===== src/hdl/halfwidth_to_fullwidth_text_unit_macros.svh =====
// assertion helpers shared by the text unit modules
`ifndef HALFWIDTH_TO_FULLWIDTH_TEXT_UNIT_MACROS_SVH
`define HALFWIDTH_TO_FULLWIDTH_TEXT_UNIT_MACROS_SVH

// checked on every clock edge outside reset
`define HFW_ASSERT(lbl, prop, msg) \
  lbl: assert property (@(posedge clk) disable iff (rst) prop) else $error(msg);

// checked on every clock edge, reset included
`define HFW_ASSERT_ALWAYS(lbl, prop, msg) \
  lbl: assert property (@(posedge clk) prop) else $error(msg);

`endif


===== src/hdl/hfw_pkg.sv =====
`default_nettype none

package hfw_pkg;

  // code points
  localparam logic [15:0] ASCII_FIRST = 16'h0020;
  localparam logic [15:0] ASCII_LAST  = 16'h007E;
  localparam logic [15:0] ASCII_SPACE = 16'h0020;
  localparam logic [15:0] ASCII_BSLASH = 16'h005C;
  localparam logic [15:0] ASCII_TILDE = 16'h007E;
  localparam logic [15:0] FULL_SPACE  = 16'h3000;
  localparam logic [15:0] FULL_YEN    = 16'hFFE5;
  localparam logic [15:0] FULL_MACRON = 16'hFFE3;
  localparam logic [15:0] FULL_OFFSET = 16'hFEE0;
  localparam logic [15:0] KANA_FIRST  = 16'hFF61;
  localparam logic [15:0] KANA_LAST   = 16'hFF9F;
  localparam logic [15:0] MARK_VOICED = 16'hFF9E;
  localparam logic [15:0] MARK_SEMI   = 16'hFF9F;

  // register map (word select bit of paddr)
  localparam int          ADDR_W     = 3;
  localparam logic        REG_ALPHA  = 1'b0;
  localparam logic        REG_KANA   = 1'b1;

  // output queue
  localparam int          OUTQ_DEPTH = 4;
  localparam int          OUTQ_PTR_W = $clog2(OUTQ_DEPTH);
  localparam int          OUTQ_CNT_W = $clog2(OUTQ_DEPTH + 1);

  typedef logic [5:0] kana_idx_t;

  typedef struct packed {
    logic [15:0] code_unit_out;
    logic        last_out;
    logic        any_converted;
  } result_t;

  // results of one item, res0 first
  typedef struct packed {
    logic [1:0] count;
    result_t    res0;
    result_t    res1;
  } conv_out_t;

  function automatic logic takes_semi(input kana_idx_t idx);
    return (idx >= 6'h29) && (idx <= 6'h2D);
  endfunction

  function automatic logic takes_voiced(input kana_idx_t idx);
    return ((idx >= 6'h15) && (idx <= 6'h23)) || takes_semi(idx);
  endfunction

  // half-width katakana to full-width
  function automatic logic [15:0] kana_rom(input kana_idx_t idx);
    logic [15:0] v;
    unique case (idx)
      6'd0:  v = 16'h3002;  6'd1:  v = 16'h300C;  6'd2:  v = 16'h300D;
      6'd3:  v = 16'h3001;  6'd4:  v = 16'h30FB;  6'd5:  v = 16'h30F2;
      6'd6:  v = 16'h30A1;  6'd7:  v = 16'h30A3;  6'd8:  v = 16'h30A5;
      6'd9:  v = 16'h30A7;  6'd10: v = 16'h30A9;  6'd11: v = 16'h30E3;
      6'd12: v = 16'h30E5;  6'd13: v = 16'h30E7;  6'd14: v = 16'h30C3;
      6'd15: v = 16'h30FC;  6'd16: v = 16'h30A2;  6'd17: v = 16'h30A4;
      6'd18: v = 16'h30A6;  6'd19: v = 16'h30A8;  6'd20: v = 16'h30AA;
      6'd21: v = 16'h30AB;  6'd22: v = 16'h30AD;  6'd23: v = 16'h30AF;
      6'd24: v = 16'h30B1;  6'd25: v = 16'h30B3;  6'd26: v = 16'h30B5;
      6'd27: v = 16'h30B7;  6'd28: v = 16'h30B9;  6'd29: v = 16'h30BB;
      6'd30: v = 16'h30BD;  6'd31: v = 16'h30BF;  6'd32: v = 16'h30C1;
      6'd33: v = 16'h30C4;  6'd34: v = 16'h30C6;  6'd35: v = 16'h30C8;
      6'd36: v = 16'h30CA;  6'd37: v = 16'h30CB;  6'd38: v = 16'h30CC;
      6'd39: v = 16'h30CD;  6'd40: v = 16'h30CE;  6'd41: v = 16'h30CF;
      6'd42: v = 16'h30D2;  6'd43: v = 16'h30D5;  6'd44: v = 16'h30D8;
      6'd45: v = 16'h30DB;  6'd46: v = 16'h30DE;  6'd47: v = 16'h30DF;
      6'd48: v = 16'h30E0;  6'd49: v = 16'h30E1;  6'd50: v = 16'h30E2;
      6'd51: v = 16'h30E4;  6'd52: v = 16'h30E6;  6'd53: v = 16'h30E8;
      6'd54: v = 16'h30E9;  6'd55: v = 16'h30EA;  6'd56: v = 16'h30EB;
      6'd57: v = 16'h30EC;  6'd58: v = 16'h30ED;  6'd59: v = 16'h30EF;
      6'd60: v = 16'h30F3;  6'd61: v = 16'h309B;  6'd62: v = 16'h309C;
      default: v = 16'h0000;
    endcase
    return v;
  endfunction

endpackage

`default_nettype wire


===== src/hdl/hfw_conv.sv =====
`default_nettype none
`include "halfwidth_to_fullwidth_text_unit_macros.svh"

module hfw_conv
  import hfw_pkg::*;
(
  input  wire logic        clk,
  input  wire logic        rst,
  input  wire logic        alpha_enable,
  input  wire logic        kana_enable,
  input  wire logic        fire,
  input  wire logic [15:0] code_unit,
  input  wire logic        last_in,
  output conv_out_t        conv
);

  logic        pending_valid;
  kana_idx_t   pending_kana;
  logic        converted_seen;

  logic        pending_valid_next;
  kana_idx_t   pending_kana_next;
  logic        converted_seen_next;

  logic        fuse_voiced;
  logic        fuse_semi;
  logic        done;
  logic [15:0] pend_code;
  logic        is_alpha;
  logic        is_kana;
  kana_idx_t   kidx;
  logic [15:0] kdiff;
  logic        hold;
  logic        cur_valid;
  logic [15:0] cur_code;
  logic        seen;

  // fuse a held kana with a following voicing mark
  always_comb begin
    fuse_voiced = pending_valid && kana_enable && (code_unit == MARK_VOICED)
                  && takes_voiced(pending_kana);
    fuse_semi   = pending_valid && kana_enable && (code_unit == MARK_SEMI)
                  && takes_semi(pending_kana);
    done        = fuse_voiced || fuse_semi;
    pend_code   = kana_rom(pending_kana)
                  + {14'd0, fuse_semi, fuse_voiced};
  end

  // classify and convert the current code unit
  always_comb begin
    is_alpha  = alpha_enable && (code_unit >= ASCII_FIRST) && (code_unit <= ASCII_LAST);
    is_kana   = kana_enable && (code_unit >= KANA_FIRST) && (code_unit <= KANA_LAST);
    kdiff     = code_unit - KANA_FIRST;
    kidx      = kdiff[5:0];
    hold      = !done && !is_alpha && is_kana && !last_in && takes_voiced(kidx);
    cur_valid = !done && !hold;
    seen      = converted_seen || (!done && (is_alpha || is_kana));
    priority if (is_alpha) begin
      priority if (code_unit == ASCII_SPACE) cur_code = FULL_SPACE;
      else if (code_unit == ASCII_BSLASH)    cur_code = FULL_YEN;
      else if (code_unit == ASCII_TILDE)     cur_code = FULL_MACRON;
      else                                   cur_code = code_unit + FULL_OFFSET;
    end else if (is_kana) begin
      cur_code = kana_rom(kidx);
    end else begin
      cur_code = code_unit;
    end
  end

  // pack results in order, held kana first
  always_comb begin
    conv.count = {1'b0, pending_valid} + {1'b0, cur_valid};
    conv.res0.code_unit_out = pending_valid ? pend_code : cur_code;
    conv.res0.last_out      = last_in && (conv.count == 2'd1);
    conv.res0.any_converted = last_in && (conv.count == 2'd1) && seen;
    conv.res1.code_unit_out = cur_code;
    conv.res1.last_out      = last_in;
    conv.res1.any_converted = last_in && seen;
  end

  // string state
  always_comb begin
    pending_valid_next  = pending_valid;
    pending_kana_next   = pending_kana;
    converted_seen_next = converted_seen;
    if (fire) begin
      if (last_in) begin
        pending_valid_next  = 1'b0;
        pending_kana_next   = '0;
        converted_seen_next = 1'b0;
      end else begin
        pending_valid_next  = hold;
        pending_kana_next   = hold ? kidx : '0;
        converted_seen_next = seen;
      end
    end
  end

  always_ff @(posedge clk) begin
    if (rst) begin
      pending_valid  <= 1'b0;
      pending_kana   <= '0;
      converted_seen <= 1'b0;
    end else begin
      pending_valid  <= pending_valid_next;
      pending_kana   <= pending_kana_next;
      converted_seen <= converted_seen_next;
    end
  end

  `HFW_ASSERT(a_end_clears, fire && last_in |=> !pending_valid && !converted_seen, "string end left state")
  `HFW_ASSERT(a_held_voiceable, pending_valid |-> takes_voiced(pending_kana), "held kana cannot fuse")
  `HFW_ASSERT(a_silent_holds, fire && (conv.count == 2'd0) |=> pending_valid, "item vanished")

endmodule

`default_nettype wire


===== src/hdl/hfw_outq.sv =====
`default_nettype none
`include "halfwidth_to_fullwidth_text_unit_macros.svh"

module hfw_outq
  import hfw_pkg::*;
(
  input  wire logic        clk,
  input  wire logic        rst,
  input  wire logic        push,
  input  conv_out_t        conv,
  output logic             room,
  output logic             m_tvalid,
  input  wire logic        m_tready,
  output logic [15:0]      m_tdata,   // code_unit_out
  output logic             m_tlast,   // last_out
  output logic             m_tuser    // any_converted
);

  result_t                 entry [OUTQ_DEPTH];
  logic [OUTQ_PTR_W-1:0]   wr_ptr;
  logic [OUTQ_PTR_W-1:0]   rd_ptr;
  logic [OUTQ_CNT_W-1:0]   count;
  logic [OUTQ_PTR_W-1:0]   wr_ptr1;
  logic [1:0]              push_n;
  logic                    pop;
  result_t                 head;

  // queue control
  always_comb begin
    push_n   = push ? conv.count : 2'd0;
    pop      = m_tvalid && m_tready;
    room     = count <= OUTQ_CNT_W'(OUTQ_DEPTH - 2);
    wr_ptr1  = wr_ptr + OUTQ_PTR_W'(1);
    m_tvalid = count != '0;
    head     = entry[rd_ptr];
    m_tdata  = head.code_unit_out;
    m_tlast  = head.last_out;
    m_tuser  = head.any_converted;
  end

  // result storage
  always_ff @(posedge clk) begin
    if (push_n != 2'd0) begin
      entry[wr_ptr] <= conv.res0;
    end
    if (push_n == 2'd2) begin
      entry[wr_ptr1] <= conv.res1;
    end
  end

  // pointers and fill count
  always_ff @(posedge clk) begin
    if (rst) begin
      wr_ptr <= '0;
      rd_ptr <= '0;
      count  <= '0;
    end else begin
      wr_ptr <= wr_ptr + OUTQ_PTR_W'(push_n);
      rd_ptr <= rd_ptr + OUTQ_PTR_W'(pop);
      count  <= count + OUTQ_CNT_W'(push_n) - OUTQ_CNT_W'(pop);
    end
  end

  `HFW_ASSERT_ALWAYS(a_no_overflow, rst || (count <= OUTQ_CNT_W'(OUTQ_DEPTH)), "output queue overflow")
  `HFW_ASSERT(a_push_has_room, push |-> room, "push without room")
  `HFW_ASSERT(a_count_tracks, 1 |=> count == $past(count + OUTQ_CNT_W'(push_n) - OUTQ_CNT_W'(pop)), "count lost track")

endmodule

`default_nettype wire


===== src/hdl/halfwidth_to_fullwidth_text_unit.sv =====
// Half-width to full-width text converter. One UTF-16 code unit per item on
// the s_ stream, converted items on the m_ stream, one item per clock in both
// directions while the queue has room and m_tready is high. Printable ASCII
// turns into its full-width form and half-width katakana into full-width
// katakana; a voiceable kana that does not end the string is held back one
// item so a following voiced or semi-voiced mark fuses into it, so such a
// kana shows up at the output only with the next item. A kana that does not
// fuse comes out ahead of the next item's result, and that input item then
// yields two results: the four-entry output queue absorbs them and the input
// stalls only if the queue is backed up. m_tuser carries on the tlast item
// whether anything in the string was converted. Registers alpha_enable
// (0x0) and kana_enable (0x4), both reset to 1, must be written only while
// the unit is idle; the unit itself does not enforce this.
`default_nettype none

module halfwidth_to_fullwidth_text_unit
  import hfw_pkg::*;
(
  input  wire logic              clk,
  input  wire logic              rst,
  input  wire logic              s_tvalid,
  output logic                   s_tready,
  input  wire logic [15:0]       s_tdata,   // code_unit
  input  wire logic              s_tlast,   // last_in
  output logic                   m_tvalid,
  input  wire logic              m_tready,
  output logic [15:0]            m_tdata,   // code_unit_out
  output logic                   m_tlast,   // last_out
  output logic                   m_tuser,   // any_converted
  input  wire logic              psel,
  input  wire logic              penable,
  input  wire logic              pwrite,
  input  wire logic [ADDR_W-1:0] paddr,
  input  wire logic [31:0]       pwdata,
  output logic [31:0]            prdata,
  output logic                   pready
);

  logic        alpha_enable;
  logic        kana_enable;
  logic        cfg_write;
  logic        in_valid;
  logic [15:0] in_code;
  logic        in_last;
  logic        fire;
  logic        room;
  conv_out_t   conv;

  // configuration registers
  assign pready    = 1'b1;
  assign cfg_write = psel && penable && pwrite && pready;

  always_ff @(posedge clk) begin
    if (rst) begin
      alpha_enable <= 1'b1;
      kana_enable  <= 1'b1;
    end else if (cfg_write) begin
      unique case (paddr[2])
        REG_ALPHA: alpha_enable <= pwdata[0];
        REG_KANA:  kana_enable  <= pwdata[0];
        default:   alpha_enable <= alpha_enable;
      endcase
    end
  end

  always_comb begin
    unique case (paddr[2])
      REG_ALPHA: prdata = {31'd0, alpha_enable};
      REG_KANA:  prdata = {31'd0, kana_enable};
      default:   prdata = '0;
    endcase
  end

  // input register
  assign fire     = in_valid && room;
  assign s_tready = !in_valid || fire;

  always_ff @(posedge clk) begin
    if (rst) begin
      in_valid <= 1'b0;
    end else if (s_tready) begin
      in_valid <= s_tvalid;
    end
  end

  always_ff @(posedge clk) begin
    if (s_tready && s_tvalid) begin
      in_code <= s_tdata;
      in_last <= s_tlast;
    end
  end

  // conversion
  hfw_conv u_conv (
    .clk          (clk),
    .rst          (rst),
    .alpha_enable (alpha_enable),
    .kana_enable  (kana_enable),
    .fire         (fire),
    .code_unit    (in_code),
    .last_in      (in_last),
    .conv         (conv)
  );

  // result queue
  hfw_outq u_outq (
    .clk      (clk),
    .rst      (rst),
    .push     (fire),
    .conv     (conv),
    .room     (room),
    .m_tvalid (m_tvalid),
    .m_tready (m_tready),
    .m_tdata  (m_tdata),
    .m_tlast  (m_tlast),
    .m_tuser  (m_tuser)
  );

endmodule

`default_nettype wire

===== config.mk =====
export PLATFORM = sky130hd
export DESIGN_NAME = halfwidth_to_fullwidth_text_unit
export DESIGN_NICKNAME = d
export VERILOG_FILES = /design/src/hdl/hfw_pkg.sv /design/src/hdl/hfw_conv.sv /design/src/hdl/hfw_outq.sv /design/src/hdl/halfwidth_to_fullwidth_text_unit.sv
export VERILOG_INCLUDE_DIRS = /design/src /design/src/hdl
export SDC_FILE = /design/constraint.sdc
export NUM_CORES = 1
export LEC_CHECK = 0
export BUFFER_PORTS_ARGS = -buffer_cell sky130_fd_sc_hd__buf_2
export CAP_MARGIN = 20
export CORE_MARGIN = 4
export CORE_UTILIZATION = 50
export DETAILED_ROUTE_END_ITERATION = 6
export MAX_ROUTING_LAYER = met4
export PLACE_DENSITY = 0.69
export RECOVER_POWER = 100
export SLEW_MARGIN = 15
export SYNTH_ARGS = -nofsm -noshare
export SYNTH_HDL_FRONTEND = slang
export SYNTH_SLANG_ARGS = --single-unit
export TNS_END_PERCENT = 30

===== constraint.sdc =====
create_clock -name clk -period 5.4 [get_ports clk]
set_input_delay 1.35 -clock clk [delete_from_list [all_inputs] [get_ports clk]]
set_output_delay 1.35 -clock clk [all_outputs]
set_load 0.02 [all_outputs]

==> results.tsv <==
stage	metric	value	unit
final_layout	most common cell after layout, fill and taps aside	edfxtp_1	
place	placed cell count	989	
pwr	Net Switching	880.4	uW
place	Final HPWL DP	14210	um
floorplan	Initial Util	50.82	%
global_route	total global-route track usage	23.35	%
pwr	power density cells	335.4	nW/um^2
cts	CTS tree	yes	
final_layout	Syn-to-layout area delta	11.13	%
timing	worst setup margin	0.7577	ns
timing	final hold viol count	0	
floorplan	DIE WIDTH	131.8	um
cts	post-CTS sizing	0	
cts	clk buf depth	2	
pwr	Comb pwr share	23.9	%
logic_synthesis	gate count after technology mapping	776	
worst_setup_path	r2r setup slk	0.76	ns
final_layout	share of cells above drive strength 1	14.77	%
drt	routed len/inst	19.46	um
cts	setup bufs post-CTS	0	
worst_hold_path	Hold Path End	u_outq.count[2]	
floorplan	DIE AREA	17380	um^2
timing	Rel. slew slack	11.08	%
place	area post-placement	8009	um^2
logic_synthesis	Avg Cell Area, Syn	9.882	um^2
worst_setup_path	Reg2Reg Launch Point	in_code[2]	
worst_setup_path	RR Endpoint	u_outq.entry[0][7]	
final_layout	post-route cell area	8522	um^2
pwr	sequential power share	37.8	%
logic_synthesis	Mapped Area	7669	um^2
cts	clock sinks	116	
floorplan	CORE AREA	15090	um^2
cts	cts hold-fix bufs	0	
timing	final setup vio count	0	
worst_setup_path	Crit Path Category	register to register	
final_layout	final net count	910	
logic_synthesis	Post-Synth Adder-Cell Area	5.254	%
cts	worst skew pair latency	0.42	ns
timing	fmax	215.4	MHz
logic_synthesis	Simple-Gate Fraction of Synth Area	16.35	%
final_layout	highest-count cells in the layout ignoring fill and taps	edfxtp_1, nor2_1, nand2_1, a21oi_1, o21ai_0	
worst_setup_path	Worst Reg2Reg Path Length in Cells	10	
logic_synthesis	Primary FF master, synth	edfxtp_1	
logic_synthesis	Seq/Total Area, Yosys	41.90	%
drt	DR pass1 iterations	5	
logic_synthesis	Synth Register Bits	116	
drt	drc violations	0	
global_route	initial antenna violation count	1	
floorplan	Die H	131.8	um
logic_synthesis	Yosys Warn Count	0	
global_route	vias in the first global route	6001	
worst_setup_path	Critical Path AT	4.76	ns
worst_setup_path	critical path launch point	in_code[2]	
pwr	internal power	1.978	mW
drt	DRT antenna net count	0	
logic_synthesis	share of flip-flops with an asynchronous set or reset	0	%
worst_setup_path	CP endpoint kind	register	
global_route	pin count of the biggest net entering global routing	27	
worst_hold_path	hold path depth	2	
global_route	GRT Residual Overflow	0	
cts	CTS Buf Count	17	
pwr	Net Sw Frac	30.80	%
timing	RSZ-0062 raised after global routing	false	
timing	final max-slew violation count	0	
logic_synthesis	Synth Area in Compound Gates	17.33	%
pwr	clock power share	38.3	%
worst_hold_path	hold crit path type	register to register	
drt	Via density	6.063	
cts	CTS root buffer	clkbuf_16	
drt	DR vias	6196	
logic_synthesis	count of cell types in the netlist	79	
cts	H-tree levels	4	
worst_setup_path	Worst Path Max Fanout	21	
logic_synthesis	mux share of post-synthesis cell area	10.34	%
timing	Slew @ Worst Pin	1.333	ns
floorplan	row cnt	45	
worst_setup_path	Worst setup SP type	register	
drt	DRC marker count from the first detailed-route iteration	563	
worst_setup_path	Data required, critical path	5.52	ns
timing	final worst path period need	4.642	ns
final_layout	final cell count without fillers	1022	
run_status	outcome	complete, no violations	
place	Final GP Congestion	0.9485	
run	maxcap violations	0	
place	worst slack, placed	1.045	ns
timing	Clock Skews	0.005827	ns
timing	setup TNS	0	ns
worst_hold_path	min-delay src	u_outq.count[2]	
pwr	Power, Total	2.858	mW
logic_synthesis	Post-synth EDFFs	89	
cts	clk slew on worst S/H paths	0.06	ns
timing	final hold slack	0.5370	ns
drt	DRT Wirelength	19890	um
logic_synthesis	area share of xor/xnor cells in the synthesized design	1.713	%
pwr	Max rail drop VDD	0.2131	mV
timing	Tcrit/Tclk final	85.97	%
floorplan	I/O Pins	112	
logic_synthesis	main combinational cell family by area after synthesis	compound AO/OA/AOI/OAI gates	
final_layout	Util after Layout	56.48	%
place	Port Buf Inserts	46	
pwr	leakage	3.283	nW
global_route	first-pass GRT wire length	31690	um
critical path, cell delays in order (launching register included):
cell      delay [ns]
edfxtp_1        0.56
o31ai_1         0.48
and2_0          0.86
o21ai_0         0.25
o21ai_2         0.37
a31oi_1         0.16
ha_1            0.45
or2_2           0.37
o21ai_0         0.28
clkbuf_2        0.39
mux2i_1         0.16
cell type report:
class                           count  area (um^2)
Fill cell                        1310         6568
Multi-Input combinational cell    586         4011
Sequential cell                   116         3213
Clock buffer                       21        483.0
Timing Repair Buffer               71        371.6
Tap cell                          188        235.2
Inverter                           28        107.6
Clock inverter                     11        97.59
Antenna cell                        1        2.502
how the worst max path moves through the flow:
stage,endpoint,slack [ns],cells after the start
global route,u_outq.entry[1][4],0.31,12
CTS,u_outq.count[2],1.01,16
floorplan,u_outq.entry[2][0],0.68,18
detailed placement,u_outq.count[2],1.04,16
global placement,u_outq.entry[0][7],1.09,15
finish,u_outq.entry[0][7],0.76,10
sequential cells by signal (all words and copies together) (netlist names), named ones only:
register	count
u_conv.pend_code	1
u_outq.entry	72
in_code	16
kana_enable	1
in_last	1
alpha_enable	1
u_outq.wr_ptr	2
u_conv.pending_kana	6
u_conv.converted_seen	1
u_conv.pending_valid	1
u_outq.rd_ptr	2
u_outq.count	3
in_valid	1
kinds of logic after synthesis:
kind of cell	after synthesis
other cells	2
mux	56
fa+ha+maj	31
buf+inv	104
flops	116
simple gates	248
compound gates	204
xor+xnor	15
power by group through the flow:
| stage | Combinational (mW) | Sequential (mW) | Clock [mW] |
|---|---|---|---|
| final | 0.682 | 1.08 | 1.10 |
| after detailed placement | 0.702 | 1.10 | 0 |
| after global placement | 0.686 | 1.10 | 0 |
| after global routing | 0.749 | 1.09 | 1.14 |
| after floorplan | 0.551 | 1.07 | 0 |
| after CTS | 0.705 | 1.08 | 1.11 |
routing by layer:
layer | track usage [%] | part of all wire, % | vias up | routed length, um
met2 | 37.56 | 49 | 266 | 9744
li1 | - | - | 2917 | -
met3 | 5.649 | 7.0 | 38 | 1400
met5 | - | 0 | - | 0
met1 | 29.20 | 42 | 2975 | 8320
met4 | 7.585 | 2.1 | 0 | 421
Yosys cell counts, types with 7 or more instances:
library cell  count  area, um^2
nand4_1           8       50.05
o211ai_1         11       82.58
mux4_2           18       405.4
o21a_1            8       60.06
nor2b_1          11       68.82
inv_1            23       86.33
clkbuf_1         34       127.6
nor2_1           78       292.8
dfxtp_1          27       540.5
and2_1           12       75.07
a21oi_1          63       315.3
o31ai_1           8       60.06
o21ai_0          37       185.2
o22ai_1           7       43.79
ha_1             29       362.9
nand3_1          16       80.08
nor3_1           14       70.07
and3_1           10       62.56
edfxtp_1         89        2673
mux2i_1          32       320.3
a31oi_1          11       68.82
buf_4            33       247.7
xnor2_1          13       113.9
nand2_1          65       244.0
Power figures use the tool's default switching activity.
